**config.mk**
```make
export PLATFORM = sky130hd
export DESIGN_NAME = adsr_envelope_generator
export DESIGN_NICKNAME = d
export VERILOG_FILES = /design/src/rtl/adsr_pkg.sv /design/src/rtl/adsr_cfg_regs.sv /design/src/rtl/adsr_step.sv /design/src/rtl/adsr_envelope_generator.sv
export SDC_FILE = /design/constraint.sdc
export NUM_CORES = 2
export LEC_CHECK = 0
export BUFFER_PORTS_ARGS = -buffer_cell sky130_fd_sc_hd__buf_4
export CORE_MARGIN = 1
export CORE_UTILIZATION = 43
export DETAILED_ROUTE_END_ITERATION = 10
export SYNTH_ARGS = -nofsm -noshare
export SYNTH_HDL_FRONTEND = slang
export SYNTH_SLANG_ARGS = --single-unit
```
**constraint.sdc**
```tcl
create_clock -name clk -period 9.8 [get_ports clk]
set_clock_uncertainty 0.1 [all_clocks]
set_input_delay 0.98 -clock clk [delete_from_list [all_inputs] [get_ports clk]]
set_output_delay 0.98 -clock clk [all_outputs]
set_load 0.005 [all_outputs]
```
**src/rtl/adsr_pkg.sv**
```systemverilog
`default_nettype none

package adsr_pkg;

	localparam int LEVEL_W   = 31;
	localparam int FACTOR_W  = 17;
	localparam int STEPS_W   = 24;
	localparam int CFG_IDX_W = 3;
	localparam int CFG_DATA_W = 31;

	localparam logic [LEVEL_W-1:0] LEVEL_MAX = {LEVEL_W{1'b1}};
	localparam logic [STEPS_W-1:0] DIVIDER_RESET = STEPS_W'(479);

	typedef enum logic [2:0] {
		PH_ATTACK  = 3'd0,
		PH_DECAY   = 3'd1,
		PH_SUSTAIN = 3'd2,
		PH_RELEASE = 3'd3,
		PH_IDLE    = 3'd4
	} phase_t;

	typedef enum logic [CFG_IDX_W-1:0] {
		REG_ATTACK_INCREMENT = 3'd0,
		REG_DECAY_FACTOR     = 3'd1,
		REG_RELEASE_FACTOR   = 3'd2,
		REG_PEAK_LEVEL       = 3'd3,
		REG_SUSTAIN_LEVEL    = 3'd4,
		REG_RELEASE_FLOOR    = 3'd5,
		REG_SUSTAIN_STEPS    = 3'd6,
		REG_TICK_DIVIDER     = 3'd7
	} cfg_idx_t;

	typedef struct packed {
		logic [LEVEL_W-1:0]  attack_increment;
		logic [FACTOR_W-1:0] decay_factor;
		logic [FACTOR_W-1:0] release_factor;
		logic [LEVEL_W-1:0]  peak_level;
		logic [LEVEL_W-1:0]  sustain_level;
		logic [LEVEL_W-1:0]  release_floor;
		logic [STEPS_W-1:0]  sustain_steps;
		logic [STEPS_W-1:0]  tick_divider;
	} cfg_t;

endpackage

`default_nettype wire

```
**src/rtl/adsr_cfg_regs.sv**
```systemverilog
`default_nettype none

module adsr_cfg_regs
	import adsr_pkg::*;
(
	input  wire logic                  clk,
	input  wire logic                  arst_n,
	input  wire logic                  wr_en,
	input  wire logic [CFG_IDX_W-1:0]  wr_index,
	input  wire logic [CFG_DATA_W-1:0] wr_data,
	output cfg_t                       cfg
);

	cfg_t cfg_q;

	always_ff @(posedge clk or negedge arst_n) begin
		if (!arst_n) begin
			cfg_q.attack_increment <= '0;
			cfg_q.decay_factor     <= '0;
			cfg_q.release_factor   <= '0;
			cfg_q.peak_level       <= '0;
			cfg_q.sustain_level    <= '0;
			cfg_q.release_floor    <= '0;
			cfg_q.sustain_steps    <= '0;
			cfg_q.tick_divider     <= DIVIDER_RESET;
		end else if (wr_en) begin
			case (cfg_idx_t'(wr_index))
				REG_ATTACK_INCREMENT: cfg_q.attack_increment <= wr_data[LEVEL_W-1:0];
				REG_DECAY_FACTOR:     cfg_q.decay_factor     <= wr_data[FACTOR_W-1:0];
				REG_RELEASE_FACTOR:   cfg_q.release_factor   <= wr_data[FACTOR_W-1:0];
				REG_PEAK_LEVEL:       cfg_q.peak_level       <= wr_data[LEVEL_W-1:0];
				REG_SUSTAIN_LEVEL:    cfg_q.sustain_level    <= wr_data[LEVEL_W-1:0];
				REG_RELEASE_FLOOR:    cfg_q.release_floor    <= wr_data[LEVEL_W-1:0];
				REG_SUSTAIN_STEPS:    cfg_q.sustain_steps    <= wr_data[STEPS_W-1:0];
				REG_TICK_DIVIDER:     cfg_q.tick_divider     <= wr_data[STEPS_W-1:0];
				default: begin
				end
			endcase
		end
	end

	assign cfg = cfg_q;

endmodule

`default_nettype wire

```
**src/rtl/adsr_step.sv**
```systemverilog
`default_nettype none

module adsr_step
	import adsr_pkg::*;
#(
	parameter int COUNT_WIDTH = 24
) (
	input  wire cfg_t                    cfg,
	input  wire logic                    command,
	input  wire logic [2:0]              new_phase,
	input  wire logic [LEVEL_W-1:0]      volume,
	input  wire phase_t                  phase,
	input  wire logic [COUNT_WIDTH-1:0]  prescale,
	input  wire logic [COUNT_WIDTH-1:0]  hold,
	output logic      [LEVEL_W-1:0]      volume_next,
	output phase_t                       phase_next,
	output logic      [COUNT_WIDTH-1:0]  prescale_next,
	output logic      [COUNT_WIDTH-1:0]  hold_next
);

	localparam int CMP_W  = (COUNT_WIDTH > STEPS_W) ? COUNT_WIDTH : STEPS_W;
	localparam int PROD_W = LEVEL_W + FACTOR_W;

	logic [CMP_W-1:0]       prescale_ext;
	logic [CMP_W-1:0]       divider_ext;
	logic [CMP_W-1:0]       hold_inc_ext;
	logic [CMP_W-1:0]       steps_ext;
	logic [COUNT_WIDTH-1:0] hold_inc;
	logic [LEVEL_W:0]       attack_sum;
	logic [LEVEL_W-1:0]     attack_sat;
	logic [FACTOR_W-1:0]    factor;
	logic [PROD_W-1:0]      product;
	logic [LEVEL_W-1:0]     scaled;
	logic                   step_due;

	assign prescale_ext = CMP_W'(prescale);
	assign divider_ext  = CMP_W'(cfg.tick_divider);
	assign step_due     = prescale_ext >= divider_ext;

	assign hold_inc     = hold + COUNT_WIDTH'(1);
	assign hold_inc_ext = CMP_W'(hold_inc);
	assign steps_ext    = CMP_W'(cfg.sustain_steps);

	assign attack_sum = {1'b0, volume} + {1'b0, cfg.attack_increment};
	assign attack_sat = attack_sum[LEVEL_W] ? LEVEL_MAX : attack_sum[LEVEL_W-1:0];

	// Decay and release share the one multiplier; the Q16 shift keeps the top bits,
	// and any bit above the level width means the product saturates.
	assign factor  = (phase == PH_DECAY) ? cfg.decay_factor : cfg.release_factor;
	assign product = PROD_W'(volume) * PROD_W'(factor);
	assign scaled  = product[PROD_W-1] ? LEVEL_MAX : product[PROD_W-2:16];

	always_comb begin
		volume_next   = volume;
		phase_next    = phase;
		prescale_next = prescale + COUNT_WIDTH'(1);
		hold_next     = hold;
		if (command) begin
			phase_next    = (new_phase > 3'(PH_IDLE)) ? PH_IDLE : phase_t'(new_phase);
			hold_next     = '0;
			prescale_next = '0;
		end else if (step_due) begin
			prescale_next = '0;
			case (phase)
				PH_ATTACK: begin
					if (attack_sat >= cfg.peak_level) begin
						volume_next = cfg.peak_level;
						phase_next  = PH_DECAY;
					end else begin
						volume_next = attack_sat;
					end
				end
				PH_DECAY: begin
					if (scaled <= cfg.sustain_level) begin
						volume_next = cfg.sustain_level;
						phase_next  = PH_SUSTAIN;
					end else begin
						volume_next = scaled;
					end
				end
				PH_SUSTAIN: begin
					if (hold_inc_ext >= steps_ext) begin
						hold_next  = '0;
						phase_next = PH_RELEASE;
					end else begin
						hold_next = hold_inc;
					end
				end
				PH_RELEASE: begin
					volume_next = scaled;
					if (scaled <= cfg.release_floor) begin
						phase_next = PH_IDLE;
					end
				end
				default: begin
					volume_next = '0;
					phase_next  = PH_IDLE;
				end
			endcase
		end
	end

endmodule

`default_nettype wire

```
**src/rtl/adsr_envelope_generator.sv**
```systemverilog
// Channel   Direction  Handshake                  Payload
// item      in         item_valid / item_stall    command, new_phase
// result    out        result_valid / result_stall level, phase
// cfg       in         cfg_valid / cfg_ready      cfg_index, cfg_data
//
// Every accepted item gives one result, via the item register and then the result
// register; one item per cycle is sustained while the result side does not stall.
// The envelope step (one add or one 31x17 multiply, then a compare) sits between
// the item register and the result register, which also holds the envelope state.
// Reset puts the envelope in idle at level zero and loads the register defaults.
// A stalled result holds; item_stall rises only while the item register is full
// and the result register is full and stalled. Configuration writes are always taken.
`default_nettype none

module adsr_envelope_generator
	import adsr_pkg::*;
#(
	parameter int COUNT_WIDTH = 24
) (
	input  wire logic                  clk,
	input  wire logic                  arst_n,
	input  wire logic                  item_valid,
	output logic                       item_stall,
	input  wire logic                  command,
	input  wire logic [2:0]            new_phase,
	output logic                       result_valid,
	input  wire logic                  result_stall,
	output logic      [LEVEL_W-1:0]    level,
	output logic      [2:0]            phase,
	input  wire logic                  cfg_valid,
	output logic                       cfg_ready,
	input  wire logic [CFG_IDX_W-1:0]  cfg_index,
	input  wire logic [CFG_DATA_W-1:0] cfg_data
);

	cfg_t                   cfg;
	logic                   valid_s1;
	logic                   command_s1;
	logic [2:0]             new_phase_s1;
	logic                   advance;
	logic [LEVEL_W-1:0]     volume_q;
	phase_t                 phase_q;
	logic [COUNT_WIDTH-1:0] prescale_q;
	logic [COUNT_WIDTH-1:0] hold_q;
	logic [LEVEL_W-1:0]     volume_next;
	phase_t                 phase_next;
	logic [COUNT_WIDTH-1:0] prescale_next;
	logic [COUNT_WIDTH-1:0] hold_next;
	logic                   result_valid_q;

	assign cfg_ready = 1'b1;

	adsr_cfg_regs u_cfg (
		.clk      (clk),
		.arst_n   (arst_n),
		.wr_en    (cfg_valid),
		.wr_index (cfg_index),
		.wr_data  (cfg_data),
		.cfg      (cfg)
	);

	// The buffered beat moves on whenever the result register is empty or drains.
	assign advance    = valid_s1 && (!result_valid_q || !result_stall);
	assign item_stall = valid_s1 && !advance;

	always_ff @(posedge clk or negedge arst_n) begin
		if (!arst_n) begin
			valid_s1 <= 1'b0;
		end else if (!item_stall) begin
			valid_s1 <= item_valid;
		end
	end

	always_ff @(posedge clk) begin
		if (item_valid && !item_stall) begin
			command_s1   <= command;
			new_phase_s1 <= new_phase;
		end
	end

	adsr_step #(
		.COUNT_WIDTH (COUNT_WIDTH)
	) u_step (
		.cfg           (cfg),
		.command       (command_s1),
		.new_phase     (new_phase_s1),
		.volume        (volume_q),
		.phase         (phase_q),
		.prescale      (prescale_q),
		.hold          (hold_q),
		.volume_next   (volume_next),
		.phase_next    (phase_next),
		.prescale_next (prescale_next),
		.hold_next     (hold_next)
	);

	always_ff @(posedge clk or negedge arst_n) begin
		if (!arst_n) begin
			volume_q       <= '0;
			phase_q        <= PH_IDLE;
			prescale_q     <= '0;
			hold_q         <= '0;
			result_valid_q <= 1'b0;
		end else if (advance) begin
			volume_q       <= volume_next;
			phase_q        <= phase_next;
			prescale_q     <= prescale_next;
			hold_q         <= hold_next;
			result_valid_q <= 1'b1;
		end else if (!result_stall) begin
			result_valid_q <= 1'b0;
		end
	end

	assign result_valid = result_valid_q;
	assign level        = volume_q;
	assign phase        = 3'(phase_q);

endmodule

`default_nettype wire

```
==> impl.org <==
** Status
- The flow ran to the end, and the final reports show no timing, DRC or antenna violations.

** STA
- The final-report max-slew violation count was 0.
- Worst-case setup margin in the final layout :: approximately 0.16 ns
- The count of endpoints failing hold in the final timing report was 0.
- Hold is met by between 0.3 and 0.4 ns.
- Setup TNS :: 0 ns
- Max-slew headroom :: 0.316
- Of the available clock period, the critical path in the final layout requires 0.983.
- Setup violations remaining at the end of the flow were counted as 0.
- Timing would allow up to between 100 and 150 MHz.
- Unrepaired setup endpoints after global routing :: yes
- The worst path needs 9.64 ns of the cycle, external delays included.
- At the pin with the least slew margin, the transition time is 1.03 ns.

** Clock tree
- Number of buffers created by CTS :: 29
- The tree built by TritonCTS fans out to 294 sinks.
- TritonCTS built the clock tree.
- Number of hold buffers added after CTS :: 0
- The root buffer cell chosen for the clock tree is sky130_fd_sc_hd__clkbuf_16.
- Clk pin slew, worst setup/hold paths :: approximately 0.070 ns
- CTS built an H-tree with a depth of 1.
- Worst-Skew Late Latency :: 0.60 ns
- The clock passes through at most 3 buffers.

** Place
- Timing analysis after detailed placement gives a worst setup slack of -0.831 ns.
- RD Place Congestion :: just over 0.9
- Post-detailed-placement cell area :: approximately 39,000 um2
- During placement, the flow inserted port buffers numbering 78.
- Summed over all nets, the half-perimeter wirelength after detailed placement is 81.9 mm.

** Logic synthesis
- After synthesis, the cell types taking the most area are sky130_fd_sc_hd__fa_1 25%, sky130_fd_sc_hd__dfrtp_1 20%, sky130_fd_sc_hd__ha_1 11%, sky130_fd_sc_hd__inv_1 6.9%, sky130_fd_sc_hd__nand2_1 6.5%.
- Number of distinct library cells after synthesis :: 90
- Synthesis handed over a netlist of about 3.9k instances.
- Mean area per synthesized cell :: 9.08 um2
- After synthesis, the share of flip-flops with an asynchronous set or reset is 0.986.
- Area fraction of the dominant cell type after synthesis :: 0.248
- Most used flip-flop cell after synthesis :: sky130_fd_sc_hd__dfrtp_1
- Mapped Nets :: 4,620
- The synthesized design contains just under 300 register bits.
- Synth warnings :: 0
- Sequential cell area fraction in the yosys report :: 0.211
- The synthesized design contains 4 enable-type register cells.
- Summing every instance area after synthesis gives 35,000 um2.
- Largest area contributor in the synthesized netlist :: sky130_fd_sc_hd__fa_1

** GRT
- Remaining Overflow, GRT :: 0
- Across every metal layer, demand over resource in global routing totals 0.257.
- Vias in the first global route :: 28.7k
- Wire length of the first global-routing pass :: 165 mm
- The initial antenna violation count was 2.
- Maximum number of pins on one net before global-route repair :: 115

** Floorplanning
- Area of the die :: between 80,000 and 90,000 um2
- Floorplan row count :: roughly 100
- Core area :: 80,400 um2
- Vertical die dimension :: 287 um
- For this configuration, the core starts out at a cell density of 0.435.
- Die Span X :: 287 um
- For this design the top-level I/O count stands at 80.

** Cells and area
- Once layout is done, the placed cells without fillers occupy between 40,000 and 50,000 um2.
- Layout filler cell count :: ~7.5k
- Diodes inserted :: 0
- Relative area change from synthesis to final layout :: 19.0%
- Fraction of final layout cells sized beyond drive strength 1 :: 0.217
- At the end of the flow, the number of nets in the layout was just under 5k.

** Setup path
- Worst Reg-to-Reg Cells :: 39
- STA classifies the critical path startpoint as a flop.
- The slowest stage of the critical path belongs to the cell sky130_fd_sc_hd__fa_1.
- Crit path max-delay family :: adder cells
- Required arrival time at the worst endpoint :: around 10 ns
- The critical path is of the reg -> reg type.
- The worst setup path is captured at a flop.
- CP Depth :: 39
- Data arrives at the worst endpoint at 9.98 ns.
- For this run, the slowest stage of the critical path takes 0.58 ns.
- Count of buffering cells on the critical path with inverters included :: 11
- Maximum fanout along the worst path :: 5

** Run
- The tool flagged a number of max-cap violations equal to 0.

** Power
- Overall Power :: 5190 uW
- Leakage power :: roughly 0.021 uW
- The worst-case IR drop observed on VDD is 0.000151 V.
- Pwr/cell area :: around 120 nW/um2

** Route
- In the routed design, unresolved DRC markers number 0.
- Final ANT Viol Nets :: 0
- The first TritonRoute pass finished after 6 iterations.
- Wire per inst :: roughly 20 um
- In the routed layout, each cell is associated on average with a via count of 5.36.
- Drt initial violations :: 1,860
- Routed WL :: 105 mm
- The detailed router placed approximately 28k vias in this run.

** Worst hold path
- The min-delay analysis places its worst path in the category in -> async.
[synthesized netlist by cell type, types with 6 or more instances]
cell type                  count
sky130_fd_sc_hd__o21a_1       12
sky130_fd_sc_hd__o31ai_1       8
sky130_fd_sc_hd__inv_1       642
sky130_fd_sc_hd__nor2b_1      10
sky130_fd_sc_hd__xnor2_1      47
sky130_fd_sc_hd__nand4b_1      6
sky130_fd_sc_hd__nand3_1      82
sky130_fd_sc_hd__nor2_1       96
sky130_fd_sc_hd__buf_2         6
sky130_fd_sc_hd__a31oi_1      31
sky130_fd_sc_hd__dfrtp_1     281
sky130_fd_sc_hd__nand4_1      44
sky130_fd_sc_hd__and2_1      189
sky130_fd_sc_hd__and3_1       25
sky130_fd_sc_hd__a211o_1       7
sky130_fd_sc_hd__buf_1        22
sky130_fd_sc_hd__dfstp_2       9
sky130_fd_sc_hd__a21o_1       68
sky130_fd_sc_hd__a211oi_1     16
sky130_fd_sc_hd__o211ai_1     37
sky130_fd_sc_hd__nand2b_1     15
sky130_fd_sc_hd__ha_1        294
sky130_fd_sc_hd__or3_1        10
sky130_fd_sc_hd__and4_1       10
sky130_fd_sc_hd__a22oi_1      22
sky130_fd_sc_hd__a221o_1       9
sky130_fd_sc_hd__clkbuf_1    145
sky130_fd_sc_hd__mux2_2      178
sky130_fd_sc_hd__xor2_1       48
sky130_fd_sc_hd__a221oi_1      6
sky130_fd_sc_hd__or2_2        24
sky130_fd_sc_hd__o21ai_0     126
sky130_fd_sc_hd__o21bai_1     17
sky130_fd_sc_hd__nand2_1     609
sky130_fd_sc_hd__o221ai_1      6
sky130_fd_sc_hd__fa_1        433
sky130_fd_sc_hd__a21oi_1     124
sky130_fd_sc_hd__nor3_1       26
[per-layer routing]
layer	global-route usage	vias to the layer above	share of wire
met5	0	-	0
met4	0.0678	0	0.033
met3	0.0283	154	0.056
met2	0.417	778	0.46
met1	0.365	14200	0.45
li1	-	13100	-
[worst reg2reg max path, delay by kind of cell, from the launching register on]
kind / cells / cell delay (ns)
AND/OR/NAND/NOR: 8 / 1.40
XOR/XNOR: 1 / 0.11
flip-flops: 1 / 0.57
adder cells (fa/ha/maj): 8 / 3.65
AO/OA/AOI/OAI: 11 / 2.06
buffers and inverters: 11 / 1.58
[worst paths after layout]
path	from	endpoint	slack [ns]
hold / removal	arst_n	hold_q[11]$_DFFE_PN0P_	0.34
max in group asynchronous	arst_n	level[27]$_DFFE_PN0P_	7.01
setup / recovery	phase[2]$_DFFE_PN1P_	level[22]$_DFFE_PN0P_	0.16
setup reg to reg	phase[2]$_DFFE_PN1P_	level[22]$_DFFE_PN0P_	0.16
hold reg to reg	u_cfg.cfg[9]$_DFFE_PN0P_	u_cfg.cfg[9]$_DFFE_PN0P_	0.40
min in group clk	u_cfg.cfg[9]$_DFFE_PN0P_	u_cfg.cfg[9]$_DFFE_PN0P_	0.40
[power by group]
part | internal (uW) | total (uW) | switching [uW] | leakage (uW)
Sequential | 1420 | 1560 | 134 | 0.00366
Combinational | 1030 | 2360 | 1330 | 0.0170
Clock | 738 | 1270 | 531 | 0.000518
Total | 3200 | 5190 | 1990 | 0.0212
[cells in the final DEF, fill, tap and decap left out, drive strengths merged, types with 25 or more instances in the layout]
master and count:
a21o 69, a21oi 128, a31oi 31, and2 192, and3 27, buf 473, clkbuf 38, dfrtp 281
fa 433, ha 294, inv 644, mux2 178, nand2 609, nand3 82, nand4 44, nor2 97
nor3 29, o211ai 37, o21ai 130, or2 25, xnor2 47, xor2 48
[per-stage QoR]
step / util / instances
6_report: 0.517 / 5259
5_1_grt: 0.517 / 5259
3_3_place_gp: 0.487 / 5163
4_1_cts: 0.508 / 5235
3_5_place_dp: 0.487 / 5163
2_1_floorplan: - / 3850
[registers in the layout, summed over array words and instances (netlist names)]
signal,count
prescale_q,24
phase,3
result_valid,1
level,31
new_phase_s1,3
u_cfg.cfg,206
command_s1,1
valid_s1,1
hold_q,24
[cells by family (layout without fill, tap and decap cells)]
kind of cell    count (synthesis)  in the layout  synth area share
mux                           179            179            0.0576
other cells                     1              1          0.000107
buf+inv                       825           1174            0.0911
fa+ha+maj                     727            727             0.353
simple gates                 1183           1183             0.161
flops                         294            294             0.211
xor+xnor                       95             95            0.0238
compound gates                546            546             0.102
[layout make-up]
class	instances	area, um2	share of cell area
clock inverters	20	284	0.00683
flip-flops and latches	294	7390	0.178
well taps	1060	1330	0.0319
repair buffers	478	4230	0.102
inverters	642	2410	0.0579
multi-input cells	2731	25200	0.605
clock buffers	34	786	0.0189
[timing repair]
action,in CTS,in global routing
setup buffers,14,21
pin swaps,23,82
endpoints found under the setup margin,34,34
gates resized for setup,70,123
cloned,4,4
hold endpoints to repair,0,0
Note: power is estimated with default switching activity, not from simulation.
